`config.mk`:
```
export PLATFORM = sky130hd
export DESIGN_NAME = cursor_sequence_buffer_top_flat
export DESIGN_NICKNAME = d
export VERILOG_FILES = /design/src/hdl/csb_pkg.sv /design/src/hdl/csb_if.sv /design/src/hdl/csb_cell.sv /design/src/hdl/cursor_sequence_buffer_top.sv /design/src/flat_wrapper.sv
export SDC_FILE = /design/constraint.sdc
export NUM_CORES = 2
export LEC_CHECK = 0
export ABC_AREA = 1
export BUFFER_PORTS_ARGS = -buffer_cell sky130_fd_sc_hd__buf_4
export CAP_MARGIN = 20
export CORE_ASPECT_RATIO = 1.75
export CORE_MARGIN = 2
export CORE_UTILIZATION = 59
export DETAILED_ROUTE_END_ITERATION = 12
export PLACE_DENSITY = 0.82
export RECOVER_POWER = 50
export SLEW_MARGIN = 30
export SYNTH_ARGS = -nofsm -noshare
export SYNTH_HDL_FRONTEND = slang
export SYNTH_HIERARCHICAL = 1
export SYNTH_SLANG_ARGS = --single-unit
```
`constraint.sdc`:
```
create_clock -name i_clk -period 4.7 [get_ports i_clk]
set_clock_uncertainty 0.1 [all_clocks]
set_input_delay 0.235 -clock i_clk [delete_from_list [all_inputs] [get_ports i_clk]]
set_output_delay 0.235 -clock i_clk [all_outputs]
set_load 0.01 [all_outputs]
```
`src/hdl/csb_pkg.sv`:
```
package csb_pkg;

    // Fixed field widths of the request and response words
    localparam int REQ_W   = 3;
    localparam int VALUE_W = 32;
    localparam int POS_W   = 5;
    localparam int ERR_W   = 2;

    // Request codes; the two unused codes are served as status
    typedef enum logic [REQ_W-1:0] {
        REQ_START   = 3'd0,
        REQ_ADVANCE = 3'd1,
        REQ_INSERT  = 3'd2,
        REQ_ATTACH  = 3'd3,
        REQ_REMOVE  = 3'd4,
        REQ_STATUS  = 3'd5
    } t_req_e;

    // Response error codes
    typedef enum logic [ERR_W-1:0] {
        ERR_OK         = 2'd0,
        ERR_NO_CURRENT = 2'd1,
        ERR_FULL       = 2'd2
    } t_err_e;

    // Command broadcast to every cell of the row
    typedef enum logic [1:0] {
        CELL_HOLD = 2'd0,
        CELL_INS  = 2'd1,
        CELL_DEL  = 2'd2
    } t_cell_mode_e;

endpackage

```
`src/hdl/csb_if.sv`:
```
// Request channel: one word per request
interface csb_req_if
    import csb_pkg::*;
();
    logic               valid;
    logic               ready;
    logic [REQ_W-1:0]   req_type;
    logic [VALUE_W-1:0] new_value;

    modport source (output valid, output req_type, output new_value, input ready);
    modport sink   (input valid, input req_type, input new_value, output ready);
endinterface

// Response channel: one word per request
interface csb_rsp_if
    import csb_pkg::*;
();
    logic               valid;
    logic               ready;
    logic [VALUE_W-1:0] current_value;
    logic               has_current;
    logic [POS_W-1:0]   entry_count;
    logic [POS_W-1:0]   cursor_pos;
    logic [ERR_W-1:0]   error_code;

    modport source (output valid, output current_value, output has_current,
                    output entry_count, output cursor_pos, output error_code,
                    input ready);
    modport sink   (input valid, input current_value, input has_current,
                    input entry_count, input cursor_pos, input error_code,
                    output ready);
endinterface

```
`src/hdl/csb_cell.sv`:
```
// One storage slot of the row; takes its left or right neighbor on a shift
module csb_cell
    import csb_pkg::*;
#(
    parameter int DATA_WIDTH = 32,
    parameter int IDX_W      = 4
) (
    input  logic                  i_clk,
    input  t_cell_mode_e          i_mode,
    input  logic [IDX_W-1:0]      i_pos,
    input  logic [IDX_W-1:0]      i_index,
    input  logic [DATA_WIDTH-1:0] i_value,
    input  logic [DATA_WIDTH-1:0] i_left,
    input  logic [DATA_WIDTH-1:0] i_right,
    output logic [DATA_WIDTH-1:0] o_data
);

    logic [DATA_WIDTH-1:0] r_data;

    // insert: load at the gap, move up above it; remove: move down from it
    always_ff @(posedge i_clk) begin
        unique case (i_mode)
            CELL_INS: begin
                if (i_index == i_pos) begin
                    r_data <= i_value;
                end else if (i_index > i_pos) begin
                    r_data <= i_left;
                end
            end
            CELL_DEL: begin
                if (i_index >= i_pos) begin
                    r_data <= i_right;
                end
            end
            default: begin
                r_data <= r_data;
            end
        endcase
    end

    assign o_data = r_data;

endmodule

```
`src/hdl/cursor_sequence_buffer_top.sv`:
```
// Ordered buffer of up to DEPTH values with a cursor.
// i_req carries one request word (req_type, new_value); o_rsp returns one
// response word per request: the entry under the cursor after the step, a
// has-current flag, the entry count, the cursor position and an error code.
// Codes: 0 start, 1 advance, 2 insert before, 3 attach after, 4 remove,
// 5 status (6 and 7 act as status). Errors leave the state unchanged.
// Storage is a row of DEPTH cells; on insert the cell at the insert position
// loads the value and every cell above it shifts up by one slot, and on remove
// every cell at or past the cursor shifts down by one, all in the same cycle.
// The response is registered and valid in the cycle after the request is
// accepted. One request is taken per cycle while the response side keeps up.
// A stalled response holds in the output register; a new request is taken
// only when that register is empty or being drained in the same cycle.
// Reset (synchronous, active low) empties the buffer and puts the cursor at
// zero; the entries themselves are not cleared and no clearing pass runs.
module cursor_sequence_buffer_top
    import csb_pkg::*;
#(
    parameter int DEPTH      = 16,
    parameter int DATA_WIDTH = 32
) (
    input  logic       i_clk,
    input  logic       i_rst_n,
    csb_req_if.sink    i_req,
    csb_rsp_if.source  o_rsp
);

    localparam int IDX_W = $clog2(DEPTH);
    localparam int CNT_W = $clog2(DEPTH + 1);

    logic [CNT_W-1:0]      r_count;
    logic [CNT_W-1:0]      r_cursor;
    logic                  r_out_valid;
    logic [VALUE_W-1:0]    r_out_value;
    logic                  r_out_has;
    logic [POS_W-1:0]      r_out_count;
    logic [POS_W-1:0]      r_out_cursor;
    t_err_e                r_out_err;

    logic [CNT_W-1:0]      n_count;
    logic [CNT_W-1:0]      n_cursor;
    t_err_e                n_err;
    t_cell_mode_e          n_mode;
    logic [IDX_W-1:0]      n_pos;
    logic [CNT_W-1:0]      rd_idx;
    logic                  use_new;
    logic                  n_has;
    logic [DATA_WIDTH-1:0] n_value;

    logic                  accept;
    logic                  cur_valid;
    logic                  full;
    logic [DATA_WIDTH-1:0] in_value;
    t_cell_mode_e          cell_mode;
    logic [DATA_WIDTH-1:0] cell_data [DEPTH];

    assign accept    = i_req.valid && i_req.ready;
    // no request is taken while reset is held
    assign i_req.ready = i_rst_n && (!r_out_valid || o_rsp.ready);
    assign cur_valid = r_cursor < r_count;
    assign full      = r_count == CNT_W'(DEPTH);
    assign in_value  = DATA_WIDTH'(i_req.new_value);
    assign cell_mode = accept ? n_mode : CELL_HOLD;

    // Request decode: next count and cursor, cell command, read select
    always_comb begin
        n_count  = r_count;
        n_cursor = r_cursor;
        n_err    = ERR_OK;
        n_mode   = CELL_HOLD;
        n_pos    = '0;
        rd_idx   = r_cursor;
        use_new  = 1'b0;
        unique case (t_req_e'(i_req.req_type))
            REQ_START: begin
                n_cursor = '0;
                rd_idx   = '0;
            end
            REQ_ADVANCE: begin
                if (!cur_valid) begin
                    n_err = ERR_NO_CURRENT;
                end else begin
                    n_cursor = CNT_W'(r_cursor + 1'b1);
                    rd_idx   = CNT_W'(r_cursor + 1'b1);
                end
            end
            REQ_INSERT: begin
                if (full) begin
                    n_err = ERR_FULL;
                end else begin
                    n_pos    = cur_valid ? IDX_W'(r_cursor) : '0;
                    n_cursor = cur_valid ? r_cursor : '0;
                    n_count  = CNT_W'(r_count + 1'b1);
                    n_mode   = CELL_INS;
                    use_new  = 1'b1;
                end
            end
            REQ_ATTACH: begin
                if (full) begin
                    n_err = ERR_FULL;
                end else begin
                    n_cursor = cur_valid ? CNT_W'(r_cursor + 1'b1) : r_count;
                    n_pos    = cur_valid ? IDX_W'(r_cursor + 1'b1) : IDX_W'(r_count);
                    n_count  = CNT_W'(r_count + 1'b1);
                    n_mode   = CELL_INS;
                    use_new  = 1'b1;
                end
            end
            REQ_REMOVE: begin
                if (!cur_valid) begin
                    n_err = ERR_NO_CURRENT;
                end else begin
                    n_pos   = IDX_W'(r_cursor);
                    n_count = CNT_W'(r_count - 1'b1);
                    n_mode  = CELL_DEL;
                    rd_idx  = CNT_W'(r_cursor + 1'b1);
                end
            end
            default: begin
                n_err = ERR_OK;
            end
        endcase
    end

    // Entry under the cursor after the step
    assign n_has   = n_cursor < n_count;
    assign n_value = !n_has  ? '0 :
                     use_new ? in_value : cell_data[rd_idx[IDX_W-1:0]];

    // Row of storage cells
    for (genvar g = 0; g < DEPTH; g++) begin : g_cell
        logic [DATA_WIDTH-1:0] left;
        logic [DATA_WIDTH-1:0] right;
        if (g == 0) begin : g_first
            assign left = in_value;
        end else begin : g_mid
            assign left = cell_data[g-1];
        end
        if (g == DEPTH - 1) begin : g_last
            assign right = cell_data[g];
        end else begin : g_inner
            assign right = cell_data[g+1];
        end
        csb_cell #(
            .DATA_WIDTH (DATA_WIDTH),
            .IDX_W      (IDX_W)
        ) u_cell (
            .i_clk   (i_clk),
            .i_mode  (cell_mode),
            .i_pos   (n_pos),
            .i_index (IDX_W'(g)),
            .i_value (in_value),
            .i_left  (left),
            .i_right (right),
            .o_data  (cell_data[g])
        );
    end

    // Control state and response register
    always_ff @(posedge i_clk) begin
        if (!i_rst_n) begin
            r_count     <= '0;
            r_cursor    <= '0;
            r_out_valid <= 1'b0;
        end else begin
            if (accept) begin
                r_count     <= n_count;
                r_cursor    <= n_cursor;
                r_out_valid <= 1'b1;
            end else if (o_rsp.ready) begin
                r_out_valid <= 1'b0;
            end
        end
        if (accept) begin
            r_out_value  <= VALUE_W'(n_value);
            r_out_has    <= n_has;
            r_out_count  <= POS_W'(n_count);
            r_out_cursor <= POS_W'(n_cursor);
            r_out_err    <= n_err;
        end
    end

    assign o_rsp.valid         = r_out_valid;
    assign o_rsp.current_value = r_out_value;
    assign o_rsp.has_current   = r_out_has;
    assign o_rsp.entry_count   = r_out_count;
    assign o_rsp.cursor_pos    = r_out_cursor;
    assign o_rsp.error_code    = r_out_err;

`ifndef SYNTHESIS
    // cursor stays within the stored entries or one past them
    a_cursor_bound: assert property (@(posedge i_clk) disable iff (!i_rst_n)
        r_cursor <= r_count)
        else $error("cursor beyond count");

    // count never exceeds the row length
    a_count_bound: assert property (@(posedge i_clk) disable iff (!i_rst_n)
        r_count <= CNT_W'(DEPTH))
        else $error("count beyond depth");

    // a refused request leaves count and cursor as they were
    a_err_hold: assert property (@(posedge i_clk) disable iff (!i_rst_n)
        (accept && n_err != ERR_OK) |=> ($stable(r_count) && $stable(r_cursor)))
        else $error("state changed on error");

    // a waiting response is never overwritten by a new request
    a_no_overrun: assert property (@(posedge i_clk) disable iff (!i_rst_n)
        (r_out_valid && !o_rsp.ready) |-> !accept)
        else $error("response overrun");
`endif

endmodule

```
`src/flat_wrapper.sv`:
```
// flat-port wrapper written by rule: the top's interface ports become plain ports
module cursor_sequence_buffer_top_flat import csb_pkg::*;
#(
    parameter int DEPTH      = 16,
    parameter int DATA_WIDTH = 32
)
  (i_clk, i_rst_n, i_req_valid, i_req_req_type, i_req_new_value, i_req_ready, o_rsp_valid, o_rsp_current_value, o_rsp_has_current, o_rsp_entry_count, o_rsp_cursor_pos, o_rsp_error_code, o_rsp_ready);
  csb_req_if i_req_i ();
  csb_rsp_if o_rsp_i ();
  input  logic i_clk;
  input  logic i_rst_n;
  input wire logic [$bits(i_req_i.valid)-1:0] i_req_valid;
  input wire logic [$bits(i_req_i.req_type)-1:0] i_req_req_type;
  input wire logic [$bits(i_req_i.new_value)-1:0] i_req_new_value;
  output wire logic [$bits(i_req_i.ready)-1:0] i_req_ready;
  output wire logic [$bits(o_rsp_i.valid)-1:0] o_rsp_valid;
  output wire logic [$bits(o_rsp_i.current_value)-1:0] o_rsp_current_value;
  output wire logic [$bits(o_rsp_i.has_current)-1:0] o_rsp_has_current;
  output wire logic [$bits(o_rsp_i.entry_count)-1:0] o_rsp_entry_count;
  output wire logic [$bits(o_rsp_i.cursor_pos)-1:0] o_rsp_cursor_pos;
  output wire logic [$bits(o_rsp_i.error_code)-1:0] o_rsp_error_code;
  input wire logic [$bits(o_rsp_i.ready)-1:0] o_rsp_ready;
  assign i_req_i.valid = i_req_valid;
  assign i_req_i.req_type = i_req_req_type;
  assign i_req_i.new_value = i_req_new_value;
  assign i_req_ready = i_req_i.ready;
  assign o_rsp_valid = o_rsp_i.valid;
  assign o_rsp_current_value = o_rsp_i.current_value;
  assign o_rsp_has_current = o_rsp_i.has_current;
  assign o_rsp_entry_count = o_rsp_i.entry_count;
  assign o_rsp_cursor_pos = o_rsp_i.cursor_pos;
  assign o_rsp_error_code = o_rsp_i.error_code;
  assign o_rsp_i.ready = o_rsp_ready;
  cursor_sequence_buffer_top #(.DEPTH(DEPTH), .DATA_WIDTH(DATA_WIDTH)) u_core (.i_clk(i_clk), .i_rst_n(i_rst_n), .i_req(i_req_i), .o_rsp(o_rsp_i));
endmodule
```
* After elaboration in Yosys (flattened, before gate mapping)
Cells that the tools add are included.
** Word-level totals
- Input bits :: 39
- Flip-flop bits (word level) :: 568
- Word-level logic and storage cells :: 233
- Output and inout bits :: 47
** Cells by class
- Reduce and logical (&&, ||, !) cells :: 27
- Equality and inequality tests :: 52
- $add $sub $neg :: 3
- Multiplexer cells :: 92
- Bitwise operators :: 1
- Magnitude comparators :: 34
** Operators with widths (count)
- $mux W32 :: 50
- $pmux W32 S2 :: 15
- $bmux W32 S4 :: 1
- $ne A3 B3 Y1 const B :: 15
- $reduce_and A3 Y1 :: 15
- $mux W5 :: 7
- $eq A4 B4 Y1 const A :: 8
- $gt A4 B4 Y1 const A :: 8
- $ne A2 B2 Y1 const B :: 15
- $ge A4 B4 Y1 const A :: 7
- $pmux W5 S4 :: 1
- $eq A3 B4 Y1 const A :: 4
- $ge A3 B4 Y1 const A :: 4
- $gt A3 B4 Y1 const A :: 4
- $mux W4 :: 4
- $pmux W4 S3 :: 1
- $add A5 B1 Y5 const B :: 2
- $lt A5 B5 Y1 :: 2
- $pmux W5 S2 :: 1
- $eq A2 B4 Y1 const A :: 2
- $ge A1 B4 Y1 const A :: 2
- $ge A2 B4 Y1 const A :: 2
- $gt A1 B4 Y1 const A :: 2
- $gt A2 B4 Y1 const A :: 2
- other kinds (22) :: 35

* Longest topological paths before layout
- Depth after elaboration :: 8
- Depth in mapped cells :: 22

* Hierarchy
Netlist, hierarchy kept.
** By module, submodules not included
- csb_cell at u_core.g_cell[11].u_cell ... :: cells an instance 297, area an instance 2133.3 um^2, times used 10
- csb_cell at u_core.g_cell[0].u_cell ... :: cells an instance 297, area an instance 2169.6 um^2, times used 6
- cursor_sequence_buffer_top :: cells an instance 1885, area an instance 9982.1 um^2, times used 1

* Least setup slack after synthesis
OpenSTA, ideal clock, no wires.
- Kind :: register to register
- Start :: reg u_core.r_count[2]
- End :: reg u_core.g_cell[0].u_cell.r_data[0] (enable)
- Required time :: 4200 ps
- Path slack :: 22 ps
- Stages on the path, launching flop included :: 16
- Clock period less this slack :: 4678 ps
- Arrival :: 4178 ps
- Cells stage by stage :: dfxtp_1 > buf_2 > inv_2 > ha_1 > nand2_1 > nand2_1 > nand2_1 > nand3_2 > inv_1 > buf_4 > nand2_1 > nor2_1 > nand2_2 > inv_1 > nor2_1 > a21oi_2
** On the way
- Word-level cells in the longest chain between the ends :: 7
- Elaborated cells on any way between the ends :: 20
** Ends and longest elaborated chain
- from (decl) :: RTL line cursor_sequence_buffer_top.sv:31 : logic [CNT_W-1:0] r_count;
- from (signal assigned) :: RTL line cursor_sequence_buffer_top.sv:167 : r_count <= n_count;
- $lt A5 B5 Y1 (*) :: RTL line cursor_sequence_buffer_top.sv:60 : assign cur_valid = r_cursor < r_count;
- $mux W2 (*) :: RTL line cursor_sequence_buffer_top.sv:110 : if (!cur_valid) begin
- $pmux W2 S2 (*) :: RTL line cursor_sequence_buffer_top.sv:74 : unique case (t_req_e'(i_req.req_type))
- $mux W2 (*) :: RTL line cursor_sequence_buffer_top.sv:63 : assign cell_mode = accept ? n_mode : CELL_HOLD;
- net u_core.cell_mode[1] :: RTL line cursor_sequence_buffer_top.sv:54 : t_cell_mode_e cell_mode;
- $eq A2 B1 Y1 or $eq A2 B2 Y1 (tied branches) :: RTL line csb_cell.sv:22 : unique case (i_mode)
- $ne A3 B3 Y1 (no source line), or another cell as far along
- $reduce_and A3 Y1 (no source line) (*)
- to (signal assigned) :: RTL line csb_cell.sv:25 : r_data <= i_value;
- to (signal assigned) :: RTL line csb_cell.sv:27 : r_data <= i_left;
- to (signal assigned) :: RTL line csb_cell.sv:32 : r_data <= i_right;
- to (decl) :: RTL line csb_cell.sv:18 : logic [DATA_WIDTH-1:0] r_data;
Mark *: on every way through the listed nets, which the timed path passes. The rest lies on a longest branch.
A chain may end at the register's enable or synchronous reset.

* Worst setup path in the final report
- Start :: reg u_core.r_count[3]
- End :: reg u_core.g_cell[5].u_cell.r_data[14] (enable)
** On the way
- Word-level cells in the longest chain between the ends :: 7
- Elaborated cells on any way between the ends :: 20
** Ends and longest elaborated chain
- $lt A5 B5 Y1 :: RTL line cursor_sequence_buffer_top.sv:60
- $mux W4 (on tied branches) :: RTL line cursor_sequence_buffer_top.sv:103, cursor_sequence_buffer_top.sv:91, cursor_sequence_buffer_top.sv:110
- $mux W4 (on tied branches) :: RTL line cursor_sequence_buffer_top.sv:99, cursor_sequence_buffer_top.sv:88
- $pmux W4 S3 (*) :: RTL line cursor_sequence_buffer_top.sv:74
- net u_core.n_pos[2] :: RTL line cursor_sequence_buffer_top.sv:44 : logic [IDX_W-1:0] n_pos;
- $gt A3 B4 Y1, or another cell as far along :: RTL line csb_cell.sv:26 : end else if (i_index > i_pos) begin
- $ne A3 B3 Y1 (no source line) or $ne A2 B2 Y1 (tied branches)
- $reduce_and A3 Y1 (no source line) (*)
- to (signal assigned) :: RTL line csb_cell.sv:25
- to (signal assigned) :: RTL line csb_cell.sv:27
- to (signal assigned) :: RTL line csb_cell.sv:32
- to (decl) :: RTL line csb_cell.sv:18
Marked as above.

==> reports/qor.json <==
{
  "critical_path": {
    "crit-reg2reg-capture": "u_core/g_cell[5].u_cell/o_data[14]$_DFFE_PP_",
    "reg2reg_from": "u_core/r_count[3]$_SDFFE_PN0P_",
    "critPathKind": "reg2reg",
    "startpoint_type_of_the_worst_setup_path": "register",
    "critical_path_buf_inv_count": 7,
    "worst_path_largest_cell_delay_ns": 0.72,
    "end_kind": "register",
    "critical_path_required_time_ns": 4.87,
    "timing.critical_path.slowest_stage_cell": "sky130_fd_sc_hd__clkbuf_2",
    "path_delay_family": "buffers and inverters",
    "cp_cell_sequence": "inv_1 -> ha_1 -> nand2_1 -> inv_1 -> nand2_1 -> nand3_2 -> inv_1 -> buf_4 -> o211ai_1 -> o21ai_1 -> buf_4 -> inv_1 -> ha_1 -> nand2_2 -> nor2_1 -> nor2_2 -> a21oi_4 -> clkbuf_2",
    "crit_top_cell": "sky130_fd_sc_hd__inv_1",
    "rrSetupSlack_ns": 0.42,
    "critical_path_maximum_fanout": 32,
    "arrival_ns": 4.44,
    "r2r_cells": 18
  },
  "logic_synthesis": {
    "yosys.cell_count.top_type": "sky130_fd_sc_hd__nand2_1",
    "synth_edf_count": 557,
    "synth_simple_gate_area_share_pct": 39.4,
    "synth_top_area_cell": "sky130_fd_sc_hd__edfxtp_1",
    "synth-async-reset-ratio_pct": 0,
    "synth_area_per_cell_um2": 6.68,
    "synth-compound-area-share_pct": 2.18,
    "post_synth_inst_count": 6637,
    "yosys-top-cells-area": "sky130_fd_sc_hd__edfxtp_1 (38%), sky130_fd_sc_hd__nand2_1 (22%), sky130_fd_sc_hd__inv_1 (12%)",
    "synthDominantCellAreaShare_pct": 37.7,
    "synth_top_flop_cell": "sky130_fd_sc_hd__edfxtp_1",
    "synth-adder-area-share_pct": 2.17,
    "muxShareOfSynthArea_pct": 0,
    "synth_top_family_by_area": "simple AND/OR/NAND/NOR gates",
    "yosys_warnings": 6,
    "synth.top_cells.by_count": "sky130_fd_sc_hd__nand2_1 (2591), sky130_fd_sc_hd__inv_1 (1465), sky130_fd_sc_hd__nand3_1 (967), sky130_fd_sc_hd__edfxtp_1 (557), sky130_fd_sc_hd__nand2_2 (220)",
    "synth.distinct_cells": 39,
    "ys_ff_latch": 568,
    "synth.cell_area_um2": 44300,
    "post_synth_xor_area_fraction_pct": 0.0790,
    "synth_sequential_area_ratio_pct": 38.2
  },
  "cells_and_area": {
    "drive_above_1_share_pct": 8.16,
    "finalNetCount": 6753,
    "area_growth_syn_to_layout_pct": 5.79,
    "n_antenna_cell": 0,
    "fillers": 6745
  },
  "place": {
    "detailed_place_hpwl_um": 89800,
    "port_buffers": 85,
    "rd_place_congestion": 0.889
  },
  "pwr": {
    "combPwrFrac_pct": 31.1,
    "cell_internal_power_dissipation_mw": 9.85,
    "power.share.clock_pct": 29.3,
    "design_power_total_mw": 15.3,
    "power.switching_mw": 5.50,
    "netSwitchingFraction_pct": 35.8,
    "cellLeakagePower_nw": 25.3,
    "sequential_power_share_pct": 39.6,
    "power.ir.vdd_worst_mv": 0.331,
    "p_per_area_nw_per_um2": 327
  },
  "global_routing": {
    "antenna_found_initial": 0,
    "grt_max_degree": 129,
    "grt_usage_pct": 32.6,
    "first_global_vias": 40700,
    "grt_pass1_wl_um": 204000,
    "grt_overflow_total": 0
  },
  "cts": {
    "clock_root_buffer": "sky130_fd_sc_hd__clkbuf_16",
    "cts_max_path_buffers": 3,
    "clock_tree_from_tritoncts": "built",
    "cts.sink_count": 568,
    "insertion_delay_ns": 0.67,
    "cts_made_buffers": 54,
    "cts_post_setup_buffers_inserted": 0,
    "cts_htree_levels": 2,
    "clk_pin_slew_ns": 0.07
  },
  "detailed_routing": {
    "drc": 0,
    "detail-route-antenna-nets": 0,
    "route.detailed.wl_per_inst_um": 16.7,
    "avgViaCountPerCell": 5.39,
    "drt_pre_antenna_iters": 8,
    "drt_iter0_markers": 3810,
    "routed_wl_um": 127000,
    "vias_after_detailed_routing": 41100
  },
  "min_path": {
    "min_delay_path_class": "in2reg",
    "whs_endpoint": "u_core/g_cell[11].u_cell/o_data[8]$_DFFE_PP_",
    "holdCritStartpoint": "i_req_new_value[8]",
    "whs_path_depth": 5
  },
  "timing": {
    "rsz_0062_raised_after_global_routing": "no",
    "timing.final.setup_violations": 0,
    "fin_setup_tns_ns": 0,
    "max-slew-margin-rel_pct": -43.9,
    "fmax_ghz": 0.234,
    "timing.final.max_slew_violations": 39,
    "slew_at_the_pin_with_the_worst_max_slew_slack_ns": 2.15,
    "timing_hold_violations_final": 0,
    "period_share_pct": 91.0,
    "final.min_clock_period_ns": 4.28
  },
  "die": {
    "die_w_um": 211,
    "initial_core_util_pct": 59.3,
    "rows": 133,
    "top_level_ports": 86,
    "design.core.area_um2": 74700,
    "die_area_um2": 77400,
    "die_h_um": 367
  },
  "outcome": {
    "failed_checks": "max-capacitance violations, max-slew violations",
    "status": "finished, violations left"
  },
  "flow_run": {
    "cap_viol_max_count": 1
  }
}
-- worst max path at each step --
stage	end	start	depth (start not counted)	slack, ns
6_report	u_core/g_cell[5].u_cell/o_data[14]$_DFFE_PP_	u_core/r_count[3]$_SDFFE_PN0P_	18	0.42
4_1_cts	u_core/o_rsp.current_value[15]$_SDFFCE_PP0P_	u_core/r_count[3]$_SDFFE_PN0P_	20	0.68
5_1_grt	u_core/g_cell[15].u_cell/o_data[14]$_DFFE_PP_	u_core/r_count[3]$_SDFFE_PN0P_	20	0.18
3_3_place_gp	u_core/o_rsp.current_value[15]$_SDFFCE_PP0P_	u_core/r_count[2]$_SDFFE_PN0P_	20	0.76
3_5_place_dp	u_core/o_rsp.current_value[15]$_SDFFCE_PP0P_	u_core/r_count[3]$_SDFFE_PN0P_	20	0.70
2_1_floorplan	u_core/g_cell[0].u_cell/o_data[0]$_DFFE_PP_	u_core/r_count[2]$_SDFFE_PN0P_	15	0.02
-- cells in the final DEF, fill, tap and decap left out, types with 3 or more instances in the layout --
master                          instances
sky130_fd_sc_hd__nand2_4                6
sky130_fd_sc_hd__a21oi_1               40
sky130_fd_sc_hd__nor2_1                55
sky130_fd_sc_hd__clkbuf_4               6
sky130_fd_sc_hd__edfxtp_1             557
sky130_fd_sc_hd__clkbuf_1              66
sky130_fd_sc_hd__dlygate4sd3_1          4
sky130_fd_sc_hd__inv_2                  6
sky130_fd_sc_hd__xor2_1                 3
sky130_fd_sc_hd__or2_2                 33
sky130_fd_sc_hd__clkbuf_2              10
sky130_fd_sc_hd__clkinv_1              14
sky130_fd_sc_hd__clkbuf_16             54
sky130_fd_sc_hd__conb_1                64
sky130_fd_sc_hd__o21ai_0               99
sky130_fd_sc_hd__a21oi_4               15
sky130_fd_sc_hd__o22ai_1                4
sky130_fd_sc_hd__bufinv_16              5
sky130_fd_sc_hd__clkinv_2               6
sky130_fd_sc_hd__nor2_2                13
sky130_fd_sc_hd__nor2_4                11
sky130_fd_sc_hd__dfxtp_1               11
sky130_fd_sc_hd__buf_4                125
sky130_fd_sc_hd__nand3_2               18
sky130_fd_sc_hd__o211ai_1               4
sky130_fd_sc_hd__buf_12                27
sky130_fd_sc_hd__nand2_1             2615
sky130_fd_sc_hd__o21ai_1                3
sky130_fd_sc_hd__nand2_2              194
sky130_fd_sc_hd__nand3_1              966
sky130_fd_sc_hd__ha_1                  77
sky130_fd_sc_hd__buf_2                  3
sky130_fd_sc_hd__inv_1               1464
sky130_fd_sc_hd__nand4_1               34
sky130_fd_sc_hd__nand3b_1              48
-- power groups by stage --
stage / sequential [mW] / combinational (mW) / clock (mW)
floorplan: 6.15 / 3.33 / 0
global placement: 6.17 / 4.61 / 0
detailed placement: 6.18 / 4.72 / 0
CTS: 6.07 / 4.76 / 4.56
global route: 6.09 / 5.27 / 4.70
finish: 6.08 / 4.77 / 4.50
-- worst min-delay path: stages --
cell	delay (ns)
sky130_fd_sc_hd__buf_4	0.22
sky130_fd_sc_hd__inv_1	0.06
sky130_fd_sc_hd__nand2_1	0.06
sky130_fd_sc_hd__nand3_1	0.06
sky130_fd_sc_hd__nand2_1	0.05
-- cell families after synthesis --
logic type	Yosys count
XOR/XNOR	4
AND/OR/NAND/NOR	3999
flip-flops	568
adder cells (fa/ha/maj)	77
buffers and inverters	1815
other	2
AO/OA/AOI/OAI	172
-- per-layer routing --
| metal | part of all wire, % | routed length (um) | global-route usage (%) |
|---|---|---|---|
| met4 | 4.9 | 6270 | 18.9 |
| met5 | 0 | 0 | 0 |
| met1 | 35 | 45000 | 35.9 |
| met2 | 52 | 65600 | 59.4 |
| met3 | 8.2 | 10400 | 4.51 |
-- stage by stage --
stage / util, % / instance area [um2] / setup slack, ns / hold WS (ns) / std cells
floorplan: - / 44600 / 0.0219 / 0.252 / 6699
global placement: 61.0 / 45600 / 0.756 / 0.357 / 7522
detailed placement: 61.0 / 45600 / 0.698 / 0.362 / 7522
CTS: 63.4 / 47400 / 0.677 / 0.00358 / 7624
global route: 62.8 / 46900 / 0.179 / 0.0637 / 7624
finish: 62.8 / 46900 / 0.422 / 0.0336 / 7624
-- layout make-up --
type	count	area, um2	share of cell area (%)
Multi-Input combinational cell	4316	19700	42.0
Sequential cell	568	16900	36.1
Inverter	1471	5520	11.8
Timing Repair Buffer	226	1820	3.88
Clock buffer	70	1420	3.03
Tap cell	945	1180	2.52
Clock inverter	28	289	0.616
-- state kept, by name, indices dropped and copies added (netlist names) --
| signal | flops |
|---|---|
| u_core/o_rsp.has_current | 1 |
| u_core/o_rsp.entry_count | 5 |
| u_core/r_count | 5 |
| u_core/g_cell.u_cell/o_data | 512 |
| u_core/o_rsp.current_value | 32 |
| u_core/o_rsp.cursor_pos | 5 |
| u_core/o_rsp.valid | 1 |
| u_core/r_cursor | 5 |
| u_core/o_rsp.error_code | 2 |
-- what timing repair did --
action,CTS,global route
setup endpoints to repair,0,0
hold buffers,4,0
resized for setup,0,0
endpoints found under the hold margin,4,0
No activity file was read; power rests on OpenSTA's default activity.
